**src/hw/rtl/kaf_pkg.sv**
```systemverilog
// ----------------------------------------------------------------------------
// kaf_pkg
// Shared types, codes and fixed-point helpers of the Kalman angle filter.
// ----------------------------------------------------------------------------
package kaf_pkg;

  localparam int MUL_A_W = 35;
  localparam int MUL_B_W = 33;
  localparam int PROD_W  = MUL_A_W + MUL_B_W;
  localparam int RND_W   = 36;
  localparam int ACC_W   = 40;
  localparam int DIV_STEPS = 31;
  localparam int CNT_W   = 5;

  localparam logic [30:0] QA_RESET = 31'd268435;
  localparam logic [30:0] QB_RESET = 31'd805306;
  localparam logic [30:0] R_RESET  = 31'd8053064;

  localparam logic [1:0] REG_QA = 2'd0;
  localparam logic [1:0] REG_QB = 2'd1;
  localparam logic [1:0] REG_R  = 2'd2;

  typedef enum logic [3:0] {
    ST_IDLE, ST_RATE, ST_MUL, ST_RND, ST_WB, ST_INNER, ST_S,
    ST_D0S, ST_D0W, ST_D1S, ST_D1W, ST_Y, ST_OUT
  } state_t;

  typedef enum logic [3:0] {
    OP_ANG, OP_DTP11, OP_P00, OP_P11, OP_KY0, OP_KY1,
    OP_C00, OP_C01, OP_C10, OP_C11
  } op_t;

  typedef struct packed {
    logic load_in;
    logic do_rate;
    logic mul_en;
    logic rnd_en;
    logic wb_en;
    op_t  op;
    logic do_inner;
    logic do_s;
    logic div_start;
    logic div_wait;
    logic div_k1;
    logic do_y;
    logic load_out;
  } cmd_t;

  typedef struct packed {
    logic div_done;
    logic s_pos;
  } stat_t;

  localparam logic signed [ACC_W-1:0] SAT_MAX = 40'sd2147483647;
  localparam logic signed [ACC_W-1:0] SAT_MIN = -40'sd2147483648;

  function automatic logic signed [31:0] sat32(input logic signed [ACC_W-1:0] v);
    logic signed [31:0] r;
    if (v > SAT_MAX) r = 32'sh7fffffff;
    else if (v < SAT_MIN) r = 32'sh80000000;
    else r = v[31:0];
    return r;
  endfunction

  // Shift right by 24 or 28 with rounding to nearest, ties away from zero.
  function automatic logic signed [RND_W-1:0] shr_rnd(input logic signed [PROD_W-1:0] v,
                                                      input logic sel28);
    logic [PROD_W-1:0] mag;
    logic [PROD_W-1:0] sum;
    logic [PROD_W-1:0] sh;
    logic signed [RND_W-1:0] m;
    mag = v[PROD_W-1] ? PROD_W'(-v) : PROD_W'(v);
    sum = mag + (sel28 ? (PROD_W'(1) << 27) : (PROD_W'(1) << 23));
    sh  = sel28 ? (sum >> 28) : (sum >> 24);
    m   = $signed(sh[RND_W-1:0]);
    return v[PROD_W-1] ? -m : m;
  endfunction

endpackage

```
**src/hw/rtl/kaf_ctrl.sv**
```systemverilog
// ----------------------------------------------------------------------------
// kaf_ctrl
// Controller: walks one item through predict, gain and correct steps and
// hands the result to the output register.
// ----------------------------------------------------------------------------
module kaf_ctrl (
  input  logic           clk,
  input  logic           rst_n,
  input  logic           in_valid,
  output logic           in_stall,
  output logic           out_valid,
  input  logic           out_stall,
  input  kaf_pkg::stat_t stat,
  output kaf_pkg::cmd_t  cmd
);

  kaf_pkg::state_t state_r, state_nxt;
  kaf_pkg::op_t    op_r, op_nxt;
  logic            out_valid_r, out_valid_nxt;
  logic            out_free;

  assign out_free = !out_valid_r || !out_stall;

  always_comb begin
    state_nxt = state_r;
    op_nxt    = op_r;
    case (state_r)
      kaf_pkg::ST_IDLE: if (in_valid) state_nxt = kaf_pkg::ST_RATE;
      kaf_pkg::ST_RATE: begin
        state_nxt = kaf_pkg::ST_MUL;
        op_nxt    = kaf_pkg::OP_ANG;
      end
      kaf_pkg::ST_MUL: state_nxt = kaf_pkg::ST_RND;
      kaf_pkg::ST_RND: state_nxt = kaf_pkg::ST_WB;
      kaf_pkg::ST_WB: begin
        state_nxt = kaf_pkg::ST_MUL;
        case (op_r)
          kaf_pkg::OP_ANG:   op_nxt = kaf_pkg::OP_DTP11;
          kaf_pkg::OP_DTP11: state_nxt = kaf_pkg::ST_INNER;
          kaf_pkg::OP_P00:   op_nxt = kaf_pkg::OP_P11;
          kaf_pkg::OP_P11:   state_nxt = kaf_pkg::ST_S;
          kaf_pkg::OP_KY0:   op_nxt = kaf_pkg::OP_KY1;
          kaf_pkg::OP_KY1:   op_nxt = kaf_pkg::OP_C00;
          kaf_pkg::OP_C00:   op_nxt = kaf_pkg::OP_C01;
          kaf_pkg::OP_C01:   op_nxt = kaf_pkg::OP_C10;
          kaf_pkg::OP_C10:   op_nxt = kaf_pkg::OP_C11;
          default:           state_nxt = kaf_pkg::ST_OUT;
        endcase
      end
      kaf_pkg::ST_INNER: begin
        state_nxt = kaf_pkg::ST_MUL;
        op_nxt    = kaf_pkg::OP_P00;
      end
      kaf_pkg::ST_S: state_nxt = stat.s_pos ? kaf_pkg::ST_D0S : kaf_pkg::ST_Y;
      kaf_pkg::ST_D0S: state_nxt = kaf_pkg::ST_D0W;
      kaf_pkg::ST_D0W: if (stat.div_done) state_nxt = kaf_pkg::ST_D1S;
      kaf_pkg::ST_D1S: state_nxt = kaf_pkg::ST_D1W;
      kaf_pkg::ST_D1W: if (stat.div_done) state_nxt = kaf_pkg::ST_Y;
      kaf_pkg::ST_Y: begin
        state_nxt = kaf_pkg::ST_MUL;
        op_nxt    = kaf_pkg::OP_KY0;
      end
      kaf_pkg::ST_OUT: if (out_free) state_nxt = kaf_pkg::ST_IDLE;
      default: state_nxt = kaf_pkg::ST_IDLE;
    endcase
  end

  always_comb begin
    cmd           = '0;
    cmd.op        = op_r;
    out_valid_nxt = out_valid_r && out_stall;
    case (state_r)
      kaf_pkg::ST_IDLE:  cmd.load_in = in_valid;
      kaf_pkg::ST_RATE:  cmd.do_rate = 1'b1;
      kaf_pkg::ST_MUL:   cmd.mul_en = 1'b1;
      kaf_pkg::ST_RND:   cmd.rnd_en = 1'b1;
      kaf_pkg::ST_WB:    cmd.wb_en = 1'b1;
      kaf_pkg::ST_INNER: cmd.do_inner = 1'b1;
      kaf_pkg::ST_S:     cmd.do_s = 1'b1;
      kaf_pkg::ST_D0S:   cmd.div_start = 1'b1;
      kaf_pkg::ST_D0W:   cmd.div_wait = 1'b1;
      kaf_pkg::ST_D1S: begin
        cmd.div_start = 1'b1;
        cmd.div_k1    = 1'b1;
      end
      kaf_pkg::ST_D1W: begin
        cmd.div_wait = 1'b1;
        cmd.div_k1   = 1'b1;
      end
      kaf_pkg::ST_Y:     cmd.do_y = 1'b1;
      kaf_pkg::ST_OUT: begin
        if (out_free) begin
          cmd.load_out  = 1'b1;
          out_valid_nxt = 1'b1;
        end
      end
      default: ;
    endcase
  end

  always_ff @(posedge clk) begin
    if (!rst_n) begin
      state_r     <= kaf_pkg::ST_IDLE;
      op_r        <= kaf_pkg::OP_ANG;
      out_valid_r <= 1'b0;
    end else begin
      state_r     <= state_nxt;
      op_r        <= op_nxt;
      out_valid_r <= out_valid_nxt;
    end
  end

  assign in_stall  = (state_r != kaf_pkg::ST_IDLE);
  assign out_valid = out_valid_r;

endmodule

```
**config.mk**
```make
export PLATFORM = sky130hd
export DESIGN_NAME = kaf_ctrl
export DESIGN_NICKNAME = d
export VERILOG_FILES = /design/src/hw/rtl/kaf_pkg.sv /design/src/hw/rtl/kaf_ctrl.sv
export SDC_FILE = /design/constraint.sdc
export NUM_CORES = 1
export LEC_CHECK = 0
export BUFFER_PORTS_ARGS = -buffer_cell sky130_fd_sc_hd__buf_4
export CAP_MARGIN = 20
export CORE_MARGIN = 5
export CORE_UTILIZATION = 29
export DETAILED_ROUTE_END_ITERATION = 7
export PLACE_DENSITY = 0.6
export SLEW_MARGIN = 20
export SYNTH_ARGS = -nofsm -noshare
export SYNTH_HDL_FRONTEND = slang
export SYNTH_SLANG_ARGS = --single-unit
```
**constraint.sdc**
```tcl
create_clock -name clk -period 1.8 [get_ports clk]
set_clock_uncertainty 0.2 [all_clocks]
set_input_delay 0.18 -clock clk [delete_from_list [all_inputs] [get_ports clk]]
set_output_delay 0.18 -clock clk [all_outputs]
set_load 0.005 [all_outputs]
```
==> flow_metrics.env, run 1 <==
export IMPL_tightestPinTransition_ns=0.3812
export IMPL_total_number_of_placement_rows=17
export IMPL_fraction_of_power_consumed_by_combinational_cells_pct=29.2
export IMPL_ys_ff_latch=9
export IMPL_power_internal_uw=366.5
export IMPL_layout_cell_area_non_filler_um2=970.9
export IMPL_first_pass_grt_wire_length_um=3236
export IMPL_path_clk_slew_ns=0.06
export IMPL_timing_critical_path_from_type="flop"
export IMPL_yosys_cell_count_top_type="sky130_fd_sc_hd__nor2_1"
export IMPL_slew_viol_final=0
export IMPL_worst_setup_path_type="reg -> out"
export IMPL_synth_top_cell_by_area="sky130_fd_sc_hd__dfxtp_1"
export IMPL_global_route_usage_total_pct=12.01
export IMPL_final_wirelength_um=1914
export IMPL_swShare_pct=30.00
export IMPL_detail_route_wl_per_cell_um=12.68
export IMPL_detail_route_drc_violations=0
export IMPL_cp_cell_sequence="or4b_4 -> clkinv_2 -> buf_4"
export IMPL_whs_path_depth=2
export IMPL_worstSetupEndpointType="output port"
export IMPL_wl_met1_um=820
export IMPL_number_of_global_route_vias_before_repair=724
export IMPL_max_clock_freq_mhz=575.2
export IMPL_timing_max_cap_violations=0
export IMPL_overall_die_height_um=59.11
export IMPL_ys_top_cells_by_area="sky130_fd_sc_hd__dfxtp_1, sky130_fd_sc_hd__nor2_1, sky130_fd_sc_hd__nand2b_1"
export IMPL_cp_arrival_ns=1.36
export IMPL_reg2reg_from="state_r[3]$_SDFFE_PN0P_"
export IMPL_post_route_period_util_pct=96.59
export IMPL_critical_path_required_ns=1.42
export IMPL_timing_hold_worst_endpoint="state_r[2]$_SDFFE_PN0P_"
export IMPL_wl_met3_um=125
export IMPL_tritoncts="built"
export IMPL_asyncSetResetFlopFracSynth_pct=0
export IMPL_antennaDiodeCount=0
export IMPL_detail_route_antenna_nets=0
export IMPL_grt_ovfl_total=0
export IMPL_die_w_um=59.11
export IMPL_cts_buffer_depth=2
export IMPL_vdd_ir_drop_worst_mv=0.2910
export IMPL_antenna_found_initial=0
export IMPL_ys_types=40
export IMPL_synth_cells_most_frequent="sky130_fd_sc_hd__nor2_1, sky130_fd_sc_hd__dfxtp_1, sky130_fd_sc_hd__a21oi_1"
export IMPL_mappedNetlistNets=101
export IMPL_critical_path_max_stage_delay_ns=0.54
export IMPL_power_switching_uw=157.1
export IMPL_dr_wl_met2_um=940
export IMPL_clock_power_share_pct=29.7
export IMPL_first_pass_iters=4
export IMPL_insertion_delay_ns=0.26
export IMPL_setup_tns_ns=0
export IMPL_tritoncts_num_buffers=3
export IMPL_cp_max_fo=8
export IMPL_vias_per_inst=5.331
export IMPL_floorplan_initialDensity_pct=31.02
export IMPL_detailedRoute_firstIterationViolations=25
export IMPL_synth_largest_type_area_fraction_pct=25.76
export IMPL_area_growth_synth_to_final_pct=38.82
export IMPL_number_of_enable_type_register_cells_in_the_synthesized_netlist=0
export IMPL_worstHoldPathType="in -> reg"
export IMPL_finalWeightedCongestion=0.8614
export IMPL_placed_wire_length_estimate_um=1548
export IMPL_slew_limit_headroom_pct=74.27
export IMPL_hold_viol_final=0
export IMPL_cts_htree_levels=1
export IMPL_grt_max_degree=12
export IMPL_postPlaceCellArea_um2=922.1
export IMPL_crit_slowest_cell="sky130_fd_sc_hd__or4b_4"
export IMPL_holdBufCountCts=0
export IMPL_io_buffer_count=23
export IMPL_hold_start="rst_n"
export IMPL_fillerInstances=258
export IMPL_power_per_cell_area_nw_per_um2=539.2
export IMPL_run_status="finished clean"
export IMPL_main_synth_ff_type="sky130_fd_sc_hd__dfxtp_1"
export IMPL_post_route_min_period_ns=1.739
export IMPL_detailroute_via_count=805
export IMPL_worst_r2r_path_depth=5
export IMPL_power_static_leakage_uw=0.0003943
export IMPL_avgSynthCellArea_um2=7.362
export IMPL_clock_tree_sinks=9
export IMPL_synth_warnings=0
export IMPL_die_area_um2=3494
export IMPL_timing_rr_end="op_r[1]$_SDFFE_PN0P_"
export IMPL_coreArea_um2=2255
export IMPL_seq_power_share_pct=41.2
export IMPL_synth_area_um2=699.4
export IMPL_cts_root_buf="sky130_fd_sc_hd__clkbuf_4"
export IMPL_finalSetupViolCount=0
export IMPL_finalCoreUtilization_pct=43.06
export IMPL_maxUsedRoutingLayer="met4"
export IMPL_boundaryPins=24
export IMPL_nets=130
export IMPL_drive_above_1_share_pct=38.21
export IMPL_synth_seq_area_share_pct=25.76
export IMPL_postSynthCellCount=95
export IMPL_setup_reg_to_reg_worst_slack_ns=0.09
through the flow:
step	hold WS [ns]	worst slack [ns]	power [µW]	instances
floorplan	0.1481	0.2601	312.4	95
global placement	0.2869	0.1734	368.9	146
detailed placement	0.2882	0.1358	369.8	146
CTS	0.00004757	0.007378	528.8	150
global route	0.008358	-0.007735	563.7	151
finish	0.004567	0.06145	523.6	151
worst max-delay path: cells and delay by family (launching register included):
family	cells	cell delay, ns
buffers and inverters	2	0.18
flip-flops	1	0.37
AND/OR/NAND/NOR	1	0.54
worst max-delay path by stage:
| stage | start | end | slack, ns | cells past startpoint |
|---|---|---|---|---|
| after floorplan | state_r[3]$_SDFFE_PN0P_ | state_r[3]$_SDFFE_PN0P_ | 0.26 | 4 |
| after global placement | state_r[3]$_SDFFE_PN0P_ | op_r[0]$_SDFFE_PN0P_ | 0.17 | 4 |
| after detailed placement | state_r[3]$_SDFFE_PN0P_ | state_r[3]$_SDFFE_PN0P_ | 0.14 | 4 |
| after CTS | state_r[3]$_SDFFE_PN0P_ | cmd[6] | 0.007 | 4 |
| after global routing | state_r[1]$_SDFFE_PN0P_ | cmd[4] | -0.008 | 5 |
| final | state_r[3]$_SDFFE_PN0P_ | cmd[11] | 0.06 | 3 |
cell type report:
| class | count | area (µm²) | share of cell area [%] |
|---|---|---|---|
| inverter | 4 | 16.27 | 1.675 |
| tap | 28 | 35.03 | 3.608 |
| sequential | 9 | 186.4 | 19.20 |
| clock buffer | 4 | 26.28 | 2.706 |
| timing repair buffer | 30 | 225.2 | 23.20 |
| multi-input combinational | 76 | 481.7 | 49.61 |
state kept, by name, indices dropped and copies added (netlist names):
| name | count |
|---|---|
| op_r | 4 |
| out_valid | 1 |
| state_r | 4 |
cells by family (layout without fill, tap and decap cells):
family | after synthesis | count (layout) | synth area share [%]
AND/OR/NAND/NOR | 42 | 42 | 34.53
AO/OA/AOI/OAI | 33 | 33 | 32.02
buffers and inverters | 10 | 38 | 6.438
flip-flops | 9 | 9 | 25.76
XOR/XNOR | 1 | 1 | 1.252
timing repair:
item	in CTS	in global routing
gates resized for setup	3	5
pin swaps	0	1
setup buffers	0	1
setup endpoints to repair	2	6
power by group through the flow:
stage	registers, µW	clock network [µW]	logic, µW
final	216	155	153
after global routing	216	179	168
after CTS	216	163	149
after detailed placement	221	0	149
after global placement	221	0	148
after floorplan	217	0	95.3
routing by layer:
metal / global-route usage, % / vias up
met5: 0 / -
met4: 7.767 / 0
met3: 1.525 / 2
met2: 19.24 / 21
met1: 14.97 / 377
li1: - / 405
placed cells by master (no fill, tap or decap), types with 2 or more instances in the layout:
master | netlist | layout
sky130_fd_sc_hd__o21ai_0 | 5 | 5
sky130_fd_sc_hd__nor2_2 | 0 | 2
sky130_fd_sc_hd__a21boi_1 | 2 | 2
sky130_fd_sc_hd__o21ai_1 | 4 | 4
sky130_fd_sc_hd__nand3_1 | 2 | 2
sky130_fd_sc_hd__nand3b_1 | 2 | 2
sky130_fd_sc_hd__nand2b_1 | 6 | 6
sky130_fd_sc_hd__a211oi_1 | 2 | 2
sky130_fd_sc_hd__dfxtp_2 | 0 | 2
sky130_fd_sc_hd__and3_1 | 2 | 2
sky130_fd_sc_hd__clkbuf_4 | 0 | 3
sky130_fd_sc_hd__nor2_1 | 16 | 14
sky130_fd_sc_hd__dfxtp_1 | 9 | 6
sky130_fd_sc_hd__nand2_1 | 3 | 3
sky130_fd_sc_hd__inv_1 | 3 | 3
sky130_fd_sc_hd__buf_4 | 0 | 30
sky130_fd_sc_hd__a21oi_1 | 7 | 7
sky130_fd_sc_hd__a21oi_2 | 2 | 2
Note: power is estimated with default switching activity, not from simulation.
==> run 2: changes to the inputs <==
--- a/config.mk
+++ b/config.mk
@@ -7,10 +7,10 @@
 export LEC_CHECK = 0
 export BUFFER_PORTS_ARGS = -buffer_cell sky130_fd_sc_hd__buf_4
 export CAP_MARGIN = 20
-export CORE_MARGIN = 5
+export CORE_MARGIN = 10
 export CORE_UTILIZATION = 29
 export DETAILED_ROUTE_END_ITERATION = 7
-export PLACE_DENSITY = 0.6
+export PLACE_DENSITY = 0.62
 export SLEW_MARGIN = 20
 export SYNTH_ARGS = -nofsm -noshare
 export SYNTH_HDL_FRONTEND = slang
==> constraint.sdc (replaced) <==
create_clock -name clk -period 1.4 [get_ports clk]
set_clock_uncertainty 0.2 [all_clocks]
set_input_delay 0.14 -clock clk [delete_from_list [all_inputs] [get_ports clk]]
set_output_delay 0.14 -clock clk [all_outputs]
set_load 0.005 [all_outputs]
==> flow_metrics.env, run 2 (synthesized netlist as in run 1, its figures left out) <==
export IMPL_run_status="complete, but fails checks"
export IMPL_violations="negative setup slack"
export IMPL_antenna_found_initial=0
export IMPL_detail_route_wl_per_cell_um=16.24
export IMPL_placed_wire_length_estimate_um=1987
export IMPL_global_route_usage_total_pct=10.24
export IMPL_nets=163
export IMPL_hold_start="stat[1]"
export IMPL_setup_ws_ns=-0.3235
export IMPL_detailroute_via_count=966
export IMPL_cts_buffer_depth=2
export IMPL_clock_tree_sinks=9
export IMPL_slew_viol_final=0
export IMPL_timing_rr_end="op_r[1]$_SDFFE_PN0P_"
export IMPL_floorplan_initialDensity_pct=31.02
export IMPL_grt_ovfl_total=0
export IMPL_first_pass_grt_wire_length_um=4312
export IMPL_power_static_leakage_uw=0.0005960
export IMPL_final_wirelength_um=2988
export IMPL_reg2reg_from="state_r[3]$_SDFFE_PN0P_"
export IMPL_tightestPinTransition_ns=0.4958
export IMPL_die_w_um=69.11
export IMPL_overall_die_height_um=69.11
export IMPL_worstHoldPathType="in -> reg"
export IMPL_fin_worst_hold_slack_ns=0.1118
export IMPL_detail_route_antenna_nets=0
export IMPL_setup_reg_to_reg_worst_slack_ns=-0.32
export IMPL_boundaryPins=24
export IMPL_antennaDiodeCount=0
export IMPL_whs_path_depth=4
export IMPL_worst_r2r_path_depth=5
export IMPL_cts_htree_levels=1
export IMPL_critical_path_required_ns=1.38
export IMPL_worst_setup_path_type="reg -> reg"
export IMPL_dp_slack_ns=-0.2171
export IMPL_io_buffer_count=23
export IMPL_place_detailed_instances=163
export IMPL_area_growth_synth_to_final_pct=109.3
export IMPL_vias_per_inst=5.250
export IMPL_multi_input_area_um2=620.6
export IMPL_setup_tns_ns=-4.754
export IMPL_tritoncts="built"
export IMPL_power_per_cell_area_nw_per_um2=567.5
export IMPL_layout_area_seq_um2=198.9
export IMPL_post_route_period_util_pct=123.1
export IMPL_path_clk_slew_ns=0.06
export IMPL_mostFrequentLayoutCells="sky130_fd_sc_hd__buf_4, sky130_fd_sc_hd__buf_6, sky130_fd_sc_hd__nor2_1, sky130_fd_sc_hd__nor2_2, sky130_fd_sc_hd__a21oi_1"
export IMPL_grt_max_degree=10
export IMPL_total_number_of_placement_rows=17
export IMPL_cts_root_buf="sky130_fd_sc_hd__clkbuf_4"
export IMPL_fillerInstances=180
export IMPL_timing_max_cap_violations=0
export IMPL_worstSetupEndpointType="flop"
export IMPL_detail_route_drc_violations=0
export IMPL_die_area_um2=4776
export IMPL_vdd_ir_drop_worst_mv=0.3918
export IMPL_timing_critical_path_from_type="flop"
export IMPL_post_route_min_period_ns=1.723
export IMPL_cp_max_fo=4
export IMPL_hold_viol_final=0
export IMPL_finalCoreUtilization_pct=64.93
export IMPL_tritoncts_num_buffers=3
export IMPL_insertion_delay_ns=0.25
export IMPL_finalSetupViolCount=21
export IMPL_final_cell_count_no_fill=184
export IMPL_number_of_global_route_vias_before_repair=876
export IMPL_coreArea_um2=2255
export IMPL_detailedRoute_firstIterationViolations=40
export IMPL_drive_above_1_share_pct=66.67
export IMPL_max_clock_freq_mhz=580.2
export IMPL_cp_arrival_ns=1.70
export IMPL_slew_limit_headroom_pct=66.60
export IMPL_most_common_cell_after_layout_fill_and_taps_aside="sky130_fd_sc_hd__buf_4"
export IMPL_first_pass_iters=4
export IMPL_timing_hold_worst_endpoint="state_r[3]$_SDFFE_PN0P_"
export IMPL_rsz0062_at_grt="true"
export IMPL_finalWeightedCongestion=0.9249
run 2: timing repair:
action                     4_1_cts  5_1_grt
buffers inserted                 8        8
hold buffers                     3        0
setup endpoints to repair       21       21
pin swaps                       10       11
hold endpoints to repair         5        0
resized for setup               27       35
run 2: worst max path at each step:
| stage | from | to | slack [ns] |
|---|---|---|---|
| 3_5_place_dp | state_r[1]$_SDFFE_PN0P_ | state_r[3]$_SDFFE_PN0P_ | -0.22 |
| 6_report | state_r[3]$_SDFFE_PN0P_ | op_r[1]$_SDFFE_PN0P_ | -0.32 |
| 4_1_cts | state_r[1]$_SDFFE_PN0P_ | in_stall | -0.32 |
| 3_3_place_gp | state_r[3]$_SDFFE_PN0P_ | state_r[3]$_SDFFE_PN0P_ | -0.15 |
| 2_1_floorplan | state_r[3]$_SDFFE_PN0P_ | state_r[3]$_SDFFE_PN0P_ | -0.14 |
| 5_1_grt | state_r[3]$_SDFFE_PN0P_ | op_r[1]$_SDFFE_PN0P_ | -0.34 |
run 2: stage by stage:
step,total power [µW],cell area [µm²]
after floorplan,403.2,720.7
after global placement,518.3,1065
after detailed placement,525.2,1065
after CTS,785.6,1306
after global routing,877.7,1464
final,830.8,1464
run 2: final cells by class:
cell class	count	share of cell area [%]
flip-flops and latches	9	13.59
inverters	4	1.538
multi-input cells	76	42.39
well taps	28	2.393
repair buffers	63	38.29
clock buffers	4	1.795
run 2: worst max-delay path, cell delays in order (launching register included):
cell and delay [ns]:
sky130_fd_sc_hd__dfxtp_2 0.34, sky130_fd_sc_hd__or4b_4 0.60, sky130_fd_sc_hd__buf_6 0.16, sky130_fd_sc_hd__a21oi_4 0.13, sky130_fd_sc_hd__o21ai_1 0.08, sky130_fd_sc_hd__a21boi_1 0.14
run 2: routing by layer:
layer,wire length [µm],vias to the layer above,GRT usage (%),part of all wire (%)
li1,-,475,-,-
met1,1310,456,12.14,44
met2,1516,31,18.15,51
met3,125,4,0.9986,4.2
met4,35,0,3.991,1.2
met5,0,-,0,0
run 2: power breakdown:
part / internal (µW) / switching [µW] / leakage [µW]
Combinational: 205 / 156 / 0.000504
Sequential: 261 / 12.8 / 0.0000774
Clock: 110 / 86.6 / 0.0000150
